**config.mk**
```make
export PLATFORM = sky130hd
export DESIGN_NAME = rect_edge_snap_with_hysteresis_top
export DESIGN_NICKNAME = d
export VERILOG_FILES = /design/src/design/resh_pkg.sv /design/src/design/resh_axis.sv /design/src/design/rect_edge_snap_with_hysteresis_top.sv
export SDC_FILE = /design/constraint.sdc
export NUM_CORES = 1
export LEC_CHECK = 0
export BUFFER_PORTS_ARGS = -buffer_cell sky130_fd_sc_hd__buf_2
export CAP_MARGIN = 30
export CORE_UTILIZATION = 58
export DETAILED_ROUTE_END_ITERATION = 8
export PLACE_DENSITY = 0.79
export SLEW_MARGIN = 20
export SYNTH_ARGS = -nofsm -noshare
export SYNTH_HDL_FRONTEND = slang
export SYNTH_SLANG_ARGS = --single-unit
```
**constraint.sdc**
```tcl
create_clock -name clk -period 17.7 [get_ports clk]
set_input_delay 1.77 -clock clk [delete_from_list [all_inputs] [get_ports clk]]
set_output_delay 1.77 -clock clk [all_outputs]
set_load 0.02 [all_outputs]
```
**src/design/resh_pkg.sv**
```systemverilog
package resh_pkg;

  // Coordinate width of the query and obstacle corners.
  localparam int COORD_BITS = 16;
  // Extents are one bit narrower than coordinates.
  localparam int SIZE_BITS  = COORD_BITS - 1;
  // Snapped edges leave two bits of headroom.
  localparam int OUT_BITS   = COORD_BITS + 2;
  // Internal arithmetic: the widest sum of coordinate, extents and gap never wraps.
  localparam int CALC_BITS  = COORD_BITS + 3;

  localparam int DIST_BITS    = 10;
  localparam int GAP_BITS     = 8;
  localparam int CFG_IDX_BITS = 2;
  localparam int CFG_DATA_BITS = DIST_BITS;
  // A kept offset never exceeds the search distance in magnitude.
  localparam int OFS_BITS   = DIST_BITS + 1;

  localparam int NUM_CAND   = 4;

  typedef enum logic [CFG_IDX_BITS-1:0] {
    REG_CAPTURE_DIST = 2'd0,
    REG_RELEASE_DIST = 2'd1,
    REG_GAP_PX       = 2'd2
  } cfg_reg_t;

  // Candidate order: near edge with gap, far edge with gap, aligned near, aligned far.
  // Resize mode keeps only the first and the last.
  localparam logic [NUM_CAND-1:0] CAND_EN_MOVE   = 4'b1111;
  localparam logic [NUM_CAND-1:0] CAND_EN_RESIZE = 4'b1001;

  typedef logic signed [CALC_BITS-1:0] calc_t;

  typedef struct packed {
    logic                       found;
    logic signed [OFS_BITS-1:0] offset;
  } best_t;

  function automatic logic [CALC_BITS-1:0] mag(input calc_t v);
    mag = v[CALC_BITS-1] ? CALC_BITS'(-v) : CALC_BITS'(v);
  endfunction

endpackage

```
**src/design/resh_axis.sv**
```systemverilog
module resh_axis import resh_pkg::*; (
  input  logic                 enable,
  input  logic [NUM_CAND-1:0]  cand_en,
  input  calc_t                cand [NUM_CAND],
  input  logic [DIST_BITS-1:0] reach,
  input  best_t                best_cur,
  output best_t                best_next
);

  best_t                chain [NUM_CAND+1];
  logic [CALC_BITS-1:0] cand_mag [NUM_CAND];
  logic [CALC_BITS-1:0] best_mag [NUM_CAND];
  logic [CALC_BITS-1:0] dist_ext;

  assign dist_ext = CALC_BITS'(reach);

  // Fold the candidates in order; a strict compare keeps the earlier one on a tie.
  always_comb begin
    chain[0] = best_cur;
    for (int i = 0; i < NUM_CAND; i++) begin
      cand_mag[i] = mag(cand[i]);
      best_mag[i] = mag(calc_t'(chain[i].offset));
      if (enable && cand_en[i] && (cand_mag[i] <= dist_ext) &&
          (!chain[i].found || (cand_mag[i] < best_mag[i]))) begin
        chain[i+1].found  = 1'b1;
        chain[i+1].offset = $signed(cand[i][OFS_BITS-1:0]);
      end else begin
        chain[i+1] = chain[i];
      end
    end
  end

  assign best_next = chain[NUM_CAND];

endmodule

```
**src/design/rect_edge_snap_with_hysteresis_top.sv**
```systemverilog
// Channel  | Handshake                    | Payload
// ---------+------------------------------+---------------------------------------------
// input    | in_valid / in_ready          | resize_mode, pos_*, size_*, obs_*, last_obs
// output   | out_valid / out_ready        | snapped_x, snapped_y, snap_on_x, snap_on_y
// config   | cfg_wr_en (no wait)          | cfg_index, cfg_data
//
// One obstacle per cycle: the input register feeds the per-axis compare chain, which
// folds into the running best offset in the same cycle: one item a cycle unless stalled.
// A last item passes from the input register into the result register unless stalled.
// Reset (synchronous, rst high) clears handshake state, hysteresis and running best;
// the distance and gap registers return to 8, 16 and 0.
// The input side stalls only while a last item waits behind an untaken result.
module rect_edge_snap_with_hysteresis_top import resh_pkg::*; (
  input  logic                         clk,
  input  logic                         rst,
  // configuration
  input  logic                         cfg_wr_en,
  input  logic [CFG_IDX_BITS-1:0]      cfg_index,
  input  logic [CFG_DATA_BITS-1:0]     cfg_data,
  // input channel
  input  logic                         in_valid,
  output logic                         in_ready,
  input  logic                         resize_mode,
  input  logic signed [COORD_BITS-1:0] pos_x,
  input  logic signed [COORD_BITS-1:0] pos_y,
  input  logic [SIZE_BITS-1:0]         size_w,
  input  logic [SIZE_BITS-1:0]         size_h,
  input  logic signed [COORD_BITS-1:0] obs_x,
  input  logic signed [COORD_BITS-1:0] obs_y,
  input  logic [SIZE_BITS-1:0]         obs_w,
  input  logic [SIZE_BITS-1:0]         obs_h,
  input  logic                         obs_valid,
  input  logic                         last_obs,
  // output channel
  output logic                         out_valid,
  input  logic                         out_ready,
  output logic signed [OUT_BITS-1:0]   snapped_x,
  output logic signed [OUT_BITS-1:0]   snapped_y,
  output logic                         snap_on_x,
  output logic                         snap_on_y
);

  // Configuration registers
  logic [DIST_BITS-1:0] capture_dist;
  logic [DIST_BITS-1:0] release_dist;
  logic [GAP_BITS-1:0]  gap_px;

  // Input register
  logic                         s_full;
  logic                         s_resize;
  logic signed [COORD_BITS-1:0] s_pos_x, s_pos_y, s_obs_x, s_obs_y;
  logic [SIZE_BITS-1:0]         s_size_w, s_size_h, s_obs_w, s_obs_h;
  logic                         s_obs_valid;
  logic                         s_last;
  logic                         s_adv;

  // Hysteresis and running best
  logic  active_x, active_y;
  best_t best_x, best_y;
  best_t best_x_next, best_y_next;

  // Result register
  logic                       o_full;
  logic signed [OUT_BITS-1:0] o_x, o_y;
  logic                       o_snap_x, o_snap_y;

  // Datapath
  logic [DIST_BITS-1:0] dist_x, dist_y;
  calc_t px, py, w, h, ox, oy, ow, oh, gap, dx, dy;
  calc_t brx, bry, orr, ob;
  logic  near_x, near_y;
  logic  en_x, en_y;
  logic [NUM_CAND-1:0] cand_en;
  calc_t cand_x [NUM_CAND];
  calc_t cand_y [NUM_CAND];
  calc_t adj_x, adj_y, sum_x, sum_y;

  // Configuration writes; an index beyond the list is dropped.
  always_ff @(posedge clk) begin
    if (rst) begin
      capture_dist <= DIST_BITS'(8);
      release_dist <= DIST_BITS'(16);
      gap_px       <= '0;
    end else if (cfg_wr_en) begin
      case (cfg_index)
        REG_CAPTURE_DIST: capture_dist <= cfg_data;
        REG_RELEASE_DIST: release_dist <= cfg_data;
        REG_GAP_PX:       gap_px       <= cfg_data[GAP_BITS-1:0];
        default: ;
      endcase
    end
  end

  // The input register advances unless it holds a last item and the result register
  // is full and not being taken this cycle.
  assign s_adv    = s_full && (!s_last || !o_full || out_ready);
  assign in_ready = !s_full || s_adv;

  always_ff @(posedge clk) begin
    if (rst) begin
      s_full <= 1'b0;
    end else if (in_valid && in_ready) begin
      s_full <= 1'b1;
    end else if (s_adv) begin
      s_full <= 1'b0;
    end
  end

  // Payload: hold while stalled, load on each transfer.
  always_ff @(posedge clk) begin
    if (in_valid && in_ready) begin
      s_resize    <= resize_mode;
      s_pos_x     <= pos_x;
      s_pos_y     <= pos_y;
      s_size_w    <= size_w;
      s_size_h    <= size_h;
      s_obs_x     <= obs_x;
      s_obs_y     <= obs_y;
      s_obs_w     <= obs_w;
      s_obs_h     <= obs_h;
      s_obs_valid <= obs_valid;
      s_last      <= last_obs;
    end
  end

  // Search distance per axis: release distance while that axis snapped on the last query.
  assign dist_x = active_x ? release_dist : capture_dist;
  assign dist_y = active_y ? release_dist : capture_dist;

  assign px  = calc_t'(s_pos_x);
  assign py  = calc_t'(s_pos_y);
  assign w   = calc_t'(s_size_w);
  assign h   = calc_t'(s_size_h);
  assign ox  = calc_t'(s_obs_x);
  assign oy  = calc_t'(s_obs_y);
  assign ow  = calc_t'(s_obs_w);
  assign oh  = calc_t'(s_obs_h);
  assign gap = calc_t'(gap_px);
  assign dx  = calc_t'(dist_x);
  assign dy  = calc_t'(dist_y);

  assign brx = px + w;
  assign bry = py + h;
  assign orr = ox + ow;
  assign ob  = oy + oh;

  // Overlap on the other axis, widened by that axis' own search distance
  assign near_y = (py < ob + dy) && (oy < bry + dy);   // gates the x candidates
  assign near_x = (px < orr + dx) && (ox < brx + dx);  // gates the y candidates

  assign en_x    = s_obs_valid && near_y;
  assign en_y    = s_obs_valid && near_x;
  assign cand_en = s_resize ? CAND_EN_RESIZE : CAND_EN_MOVE;

  // The gapped near edge is the same sum in both modes: obs - gap - (pos + size).
  assign cand_x[0] = ox - gap - brx;
  assign cand_x[1] = orr + gap - px;
  assign cand_x[2] = ox - px;
  assign cand_x[3] = orr - brx;

  assign cand_y[0] = oy - gap - bry;
  assign cand_y[1] = ob + gap - py;
  assign cand_y[2] = oy - py;
  assign cand_y[3] = ob - bry;

  resh_axis u_axis_x (
    .enable    (en_x),
    .cand_en   (cand_en),
    .cand      (cand_x),
    .reach     (dist_x),
    .best_cur  (best_x),
    .best_next (best_x_next)
  );

  resh_axis u_axis_y (
    .enable    (en_y),
    .cand_en   (cand_en),
    .cand      (cand_y),
    .reach     (dist_y),
    .best_cur  (best_y),
    .best_next (best_y_next)
  );

  // Snapped edge from the last item's own query fields
  assign adj_x = best_x_next.found ? calc_t'(best_x_next.offset) : '0;
  assign adj_y = best_y_next.found ? calc_t'(best_y_next.offset) : '0;
  assign sum_x = (s_resize ? brx : px) + adj_x;
  assign sum_y = (s_resize ? bry : py) + adj_y;

  // Running best and hysteresis: fold each advancing item, and on a last item
  // hand the found flags to the hysteresis and start the next query afresh.
  always_ff @(posedge clk) begin
    if (rst) begin
      active_x <= 1'b0;
      active_y <= 1'b0;
      best_x   <= '0;
      best_y   <= '0;
    end else if (s_adv) begin
      if (s_last) begin
        active_x <= best_x_next.found;
        active_y <= best_y_next.found;
        best_x   <= '0;
        best_y   <= '0;
      end else begin
        best_x   <= best_x_next;
        best_y   <= best_y_next;
      end
    end
  end

  // Result register
  always_ff @(posedge clk) begin
    if (rst) begin
      o_full <= 1'b0;
    end else if (s_adv && s_last) begin
      o_full <= 1'b1;
    end else if (out_ready) begin
      o_full <= 1'b0;
    end
  end

  always_ff @(posedge clk) begin
    if (s_adv && s_last) begin
      o_x      <= sum_x[OUT_BITS-1:0];
      o_y      <= sum_y[OUT_BITS-1:0];
      o_snap_x <= best_x_next.found;
      o_snap_y <= best_y_next.found;
    end
  end

  assign out_valid = o_full;
  assign snapped_x = o_x;
  assign snapped_y = o_y;
  assign snap_on_x = o_snap_x;
  assign snap_on_y = o_snap_y;

endmodule

```
==> summary.md <==
Logic synthesis
• proportion of register bits with asynchronous set or reset after synthesis: 0%
• Seq/Total Area, Yosys: 17.21%
• synthesized netlist cell count: 4265
• register bit count reported by yosys: 221
• simple logic cell fraction of the synthesized area: 16.99%
• compound-cell area share of the yosys netlist: 22.37%
• number of warnings reported in the yosys synthesis log: 0
• Synth Area in XOR/XNOR: 10.17%
• Syn Std Cell Area: 35300 µm²
• adder and majority cell fraction of the synthesized area: 23.99%
• most common flop cell mapped by yosys: sky130_fd_sc_hd__edfxtp_1
• synthesized area per cell: 8.278 µm²
• post-synthesis mux area share: 4.441%
• number of flops mapped to enable cells by yosys: 165
• synth unique cells: 103
• main combinational cell family by area after synthesis: adder cells

Critical path
• kind of capture point of the worst setup path: flip-flop
• Buf+Inv Stages, Crit Path: 15
• largest driver fanout on the critical path: 7
• worst path required time: 18.04 ns
• cell count of the worst reg-to-reg path: 110
• critical path data arrival time: 19.90 ns
• type of element launching the critical path: flip-flop
• Crit path depth: 110
• biggest cell delay along the critical path: 0.44 ns
• top cell family by delay on the critical path: compound AO/OA/AOI/OAI gates
• kind of critical path: flip-flop to flip-flop
• cell mode on critical path: sky130_fd_sc_hd__a21oi_2
• slowest CP cell: sky130_fd_sc_hd__a2111o_1

Timing
• number of setup violations in the final report: 24
• Post-Route Skew: 0.03268 ns
• setup repair after global routing missed its margin: yes
• Final TNS setup: -25.05 ns
• Hold Vio Cnt, Final: 0
• final worst-path cycle share: 110.5%
• worst setup margin: -1.852 ns
• final max-slew violation count: 0
• post-layout min period: 19.55 ns
• f_max: 0.05114 GHz
• slew of the pin with the lowest slew margin: 1.191 ns
• worst slew slack as a fraction of its limit: 19.56%

Power and ir drop
• portion of total power attributed to sequential cells: 10.6%
• Sw Ratio: 48.93%
• Clk pwr share: 9.6%
• power density relative to cell area: 125.2 nW/µm²
• switching power summed over all nets: 2807 µW
• cell internal pwr: 2929 µW
• Total Power: 5736 µW
• portion of total power attributed to combinational logic: 79.8%
• leakage component of the power: 0.02126 µW
• Max IR drop VDD: 0.1278 mV

Drt
• initial drt markers: 3775
• post-detailed-route DRC marker count: 0
• drt first pass iters: 8
• DRT antenna net count: 0
• via count of the routed design: 37960
• drt wl/cell: 23.45 µm
• total length of routed wires: 141.4 mm
• vias per std cell: 6.297

Clocking
• Max Buffers Root-to-Sink: 3
• insertion delay of the later-clocked pin in the worst-skew pair: 0.59 ns
• CTS sink count: 221
• Root Driver: sky130_fd_sc_hd__clkbuf_16
• TritonCTS clock tree: yes
• H-Tree Depth: 1
• Post-CTS Hold Buffers: 0
• register clock-pin slew on the reported worst setup and hold paths: 0.07 ns
• number of buffers added by the clock tree synthesis step: 25

Status
• violated checks: setup timing
• run status: finished with violations

Flow run
• number of violations of the max-capacitance limit: 0

Layout
• non-filler cells in the finished layout: 6028
• post-synthesis to final-layout area growth: 29.72%
• layout cell share with drive strength beyond 1: 26.52%
• ANT cells: 0
• Design Area, Final: 45800 µm²
• Layout Utilization: 76.02%
• # nets final: 6021
• filler cell count in the final layout: 4368

Floorplan
• area of the die: 61860 µm²
• Initial Utilization: 58.60%
• number of ports placed on the die boundary: 184
• row cnt: 90
• chip width: 248.7 µm
• vertical extent of the die: 248.7 µm
• Core Region: 60250 µm²

Global route
• antenna violations before repair: 2
• total global routing overflow: 0
• global-route wire length before repair: 204.7 mm
• maximum number of pins on one net before global-route repair: 73
• via count of the first global-routing pass: 36630
• overall track demand over capacity in global routing: 42.72%

Place
• GPL Wtd Cong: 1.068
• placed standard-cell area: 42220 µm²
• # placed instances: 5835
• detailed-placement wirelength estimate: 111.5 mm
• count of input and output buffers: 183

Worst hold path
• class of the tightest hold or removal check: flip-flop to flip-flop
• worst hold stages: 2

## power by group through the flow
stage	clock, µW	sequential [µW]	combinational [µW]
2_1_floorplan	0	616	2680
3_3_place_gp	0	616	4020
3_5_place_dp	0	617	4100
4_1_cts	544	606	4240
5_1_grt	569	608	4970
6_report	550	608	4580
## worst reg2reg max path, delay by kind of cell (launching register included)
kind	cells	cell delay, ns
xor+xnor	5	0.71
simple gates	27	3.25
buf+inv	15	2.18
fa+ha+maj	10	2.49
mux	3	0.87
compound gates	50	9.36
flops	1	0.43
## per-layer routing
metal  part of all wire [%]  vias to the layer above  wire, µm  GRT usage [%]
li1                       -                    17550         -              -
met1                     36                    17680     50400          46.26
met2                     45                     1971     64220          71.77
met3                    7.2                      751     10170          5.632
met4                     12                        0     16590          41.56
met5                      0                        -         0              0
## synthesized netlist by cell type, types with 11 or more instances
cell | instances | area (µm²)
sky130_fd_sc_hd__a21boi_0 | 18 | 135.1
sky130_fd_sc_hd__buf_2 | 11 | 55.05
sky130_fd_sc_hd__fa_1 | 40 | 800.8
sky130_fd_sc_hd__a211o_1 | 20 | 175.2
sky130_fd_sc_hd__o2111ai_1 | 17 | 148.9
sky130_fd_sc_hd__o21ai_1 | 22 | 110.1
sky130_fd_sc_hd__or3_1 | 36 | 225.2
sky130_fd_sc_hd__nor2_1 | 334 | 1254
sky130_fd_sc_hd__mux2i_1 | 102 | 1021
sky130_fd_sc_hd__a211oi_1 | 46 | 345.3
sky130_fd_sc_hd__dfxtp_1 | 56 | 1121
sky130_fd_sc_hd__o21bai_1 | 46 | 345.3
sky130_fd_sc_hd__o31ai_1 | 21 | 157.7
sky130_fd_sc_hd__a31oi_1 | 48 | 300.3
sky130_fd_sc_hd__o21a_1 | 85 | 638.1
sky130_fd_sc_hd__nor4_1 | 38 | 237.7
sky130_fd_sc_hd__nand3_1 | 92 | 460.4
sky130_fd_sc_hd__edfxtp_1 | 165 | 4955
sky130_fd_sc_hd__o21ai_0 | 236 | 1181
sky130_fd_sc_hd__nand3b_1 | 11 | 82.58
sky130_fd_sc_hd__mux2_2 | 42 | 473.0
sky130_fd_sc_hd__nand4_1 | 64 | 400.4
sky130_fd_sc_hd__clkbuf_1 | 75 | 281.5
sky130_fd_sc_hd__and2_1 | 35 | 219.0
sky130_fd_sc_hd__nor3_1 | 68 | 340.3
sky130_fd_sc_hd__or2_2 | 27 | 168.9
sky130_fd_sc_hd__xnor2_1 | 255 | 2233
sky130_fd_sc_hd__inv_1 | 346 | 1299
sky130_fd_sc_hd__o211ai_1 | 30 | 225.2
sky130_fd_sc_hd__o311a_1 | 11 | 110.1
sky130_fd_sc_hd__nor2b_1 | 67 | 419.2
sky130_fd_sc_hd__xor2_1 | 155 | 1358
sky130_fd_sc_hd__a2111o_1 | 11 | 123.9
sky130_fd_sc_hd__or4_1 | 13 | 97.59
sky130_fd_sc_hd__ha_1 | 609 | 7620
sky130_fd_sc_hd__nand2b_1 | 67 | 419.2
sky130_fd_sc_hd__a21oi_1 | 284 | 1421
sky130_fd_sc_hd__a2111oi_0 | 17 | 148.9
sky130_fd_sc_hd__o31a_1 | 11 | 96.34
sky130_fd_sc_hd__and3_1 | 25 | 156.4
sky130_fd_sc_hd__nor3b_1 | 16 | 120.1
sky130_fd_sc_hd__a31o_2 | 12 | 105.1
sky130_fd_sc_hd__nand2_1 | 259 | 972.2
sky130_fd_sc_hd__a21o_1 | 141 | 1059
## layout by cell type (no fill, tap or decap), types with 82 or more instances in the layout
| cell type | n |
|---|---|
| sky130_fd_sc_hd__a21oi_1 | 233 |
| sky130_fd_sc_hd__o21ai_0 | 191 |
| sky130_fd_sc_hd__nor2_1 | 300 |
| sky130_fd_sc_hd__buf_2 | 184 |
| sky130_fd_sc_hd__inv_1 | 335 |
| sky130_fd_sc_hd__ha_1 | 577 |
| sky130_fd_sc_hd__nand3_1 | 88 |
| sky130_fd_sc_hd__xnor2_1 | 239 |
| sky130_fd_sc_hd__o21a_1 | 83 |
| sky130_fd_sc_hd__buf_4 | 720 |
| sky130_fd_sc_hd__mux2i_1 | 82 |
| sky130_fd_sc_hd__nand2_1 | 253 |
| sky130_fd_sc_hd__a21o_1 | 140 |
| sky130_fd_sc_hd__xor2_1 | 149 |
| sky130_fd_sc_hd__edfxtp_1 | 165 |
## stage by stage
step	setup WS (ns)	hold slack (ns)
final	-1.852	0.4528
after global routing	-2.690	0.4830
after CTS	-0.8848	0.4541
after detailed placement	-1.765	0.4460
after global placement	-1.594	0.4399
after floorplan	-0.2164	0.4319
## area by class of cell
class / count / area [µm²] / share of cell area (%)
multi-input cells: 3662 / 29480 / 64.37
repair buffers: 972 / 7124 / 15.56
flip-flops and latches: 221 / 6076 / 13.27
inverters: 346 / 1301 / 2.841
well taps: 782 / 978.4 / 2.136
clock buffers: 30 / 654.4 / 1.429
clock inverters: 15 / 181.4 / 0.3961
## state kept, by name, summed over array words and instances, names as in the netlist, 15 cells and up
name / count
snapped_x: 18
snapped_y: 18
s_obs_x: 16
s_obs_y: 16
s_pos_x: 16
s_pos_y: 16
s_obs_h: 15
s_obs_w: 15
s_size_h: 15
s_size_w: 15
## timing repair
action | in CTS | in global routing
setup endpoints to repair | 26 | 40
setup buffers | 124 | 46
gates resized for setup | 194 | 162
pin swaps | 143 | 152
cloned | 1 | 1
## cells by family (layout without fill, tap and decap cells)
group                    after synthesis  after routing
AND/OR/NAND/NOR                     1199           1199
AO/OA/AOI/OAI                       1189           1190
adder cells (fa/ha/maj)              654            654
buffers and inverters                441           1363
XOR/XNOR                             410            410
flip-flops                           221            221
multiplexers                         149            149
other                                  2             60
## worst paths after layout
kind                   start       endpoint  slack, ns
setup reg to reg  s_pos_x[0]  snapped_x[15]      -1.85
setup / recovery  s_pos_x[0]  snapped_x[15]      -1.85
hold / removal    best_y[11]     best_y[11]       0.45
hold reg to reg   best_y[11]     best_y[11]       0.45
Note: power is estimated with default switching activity, not from simulation.
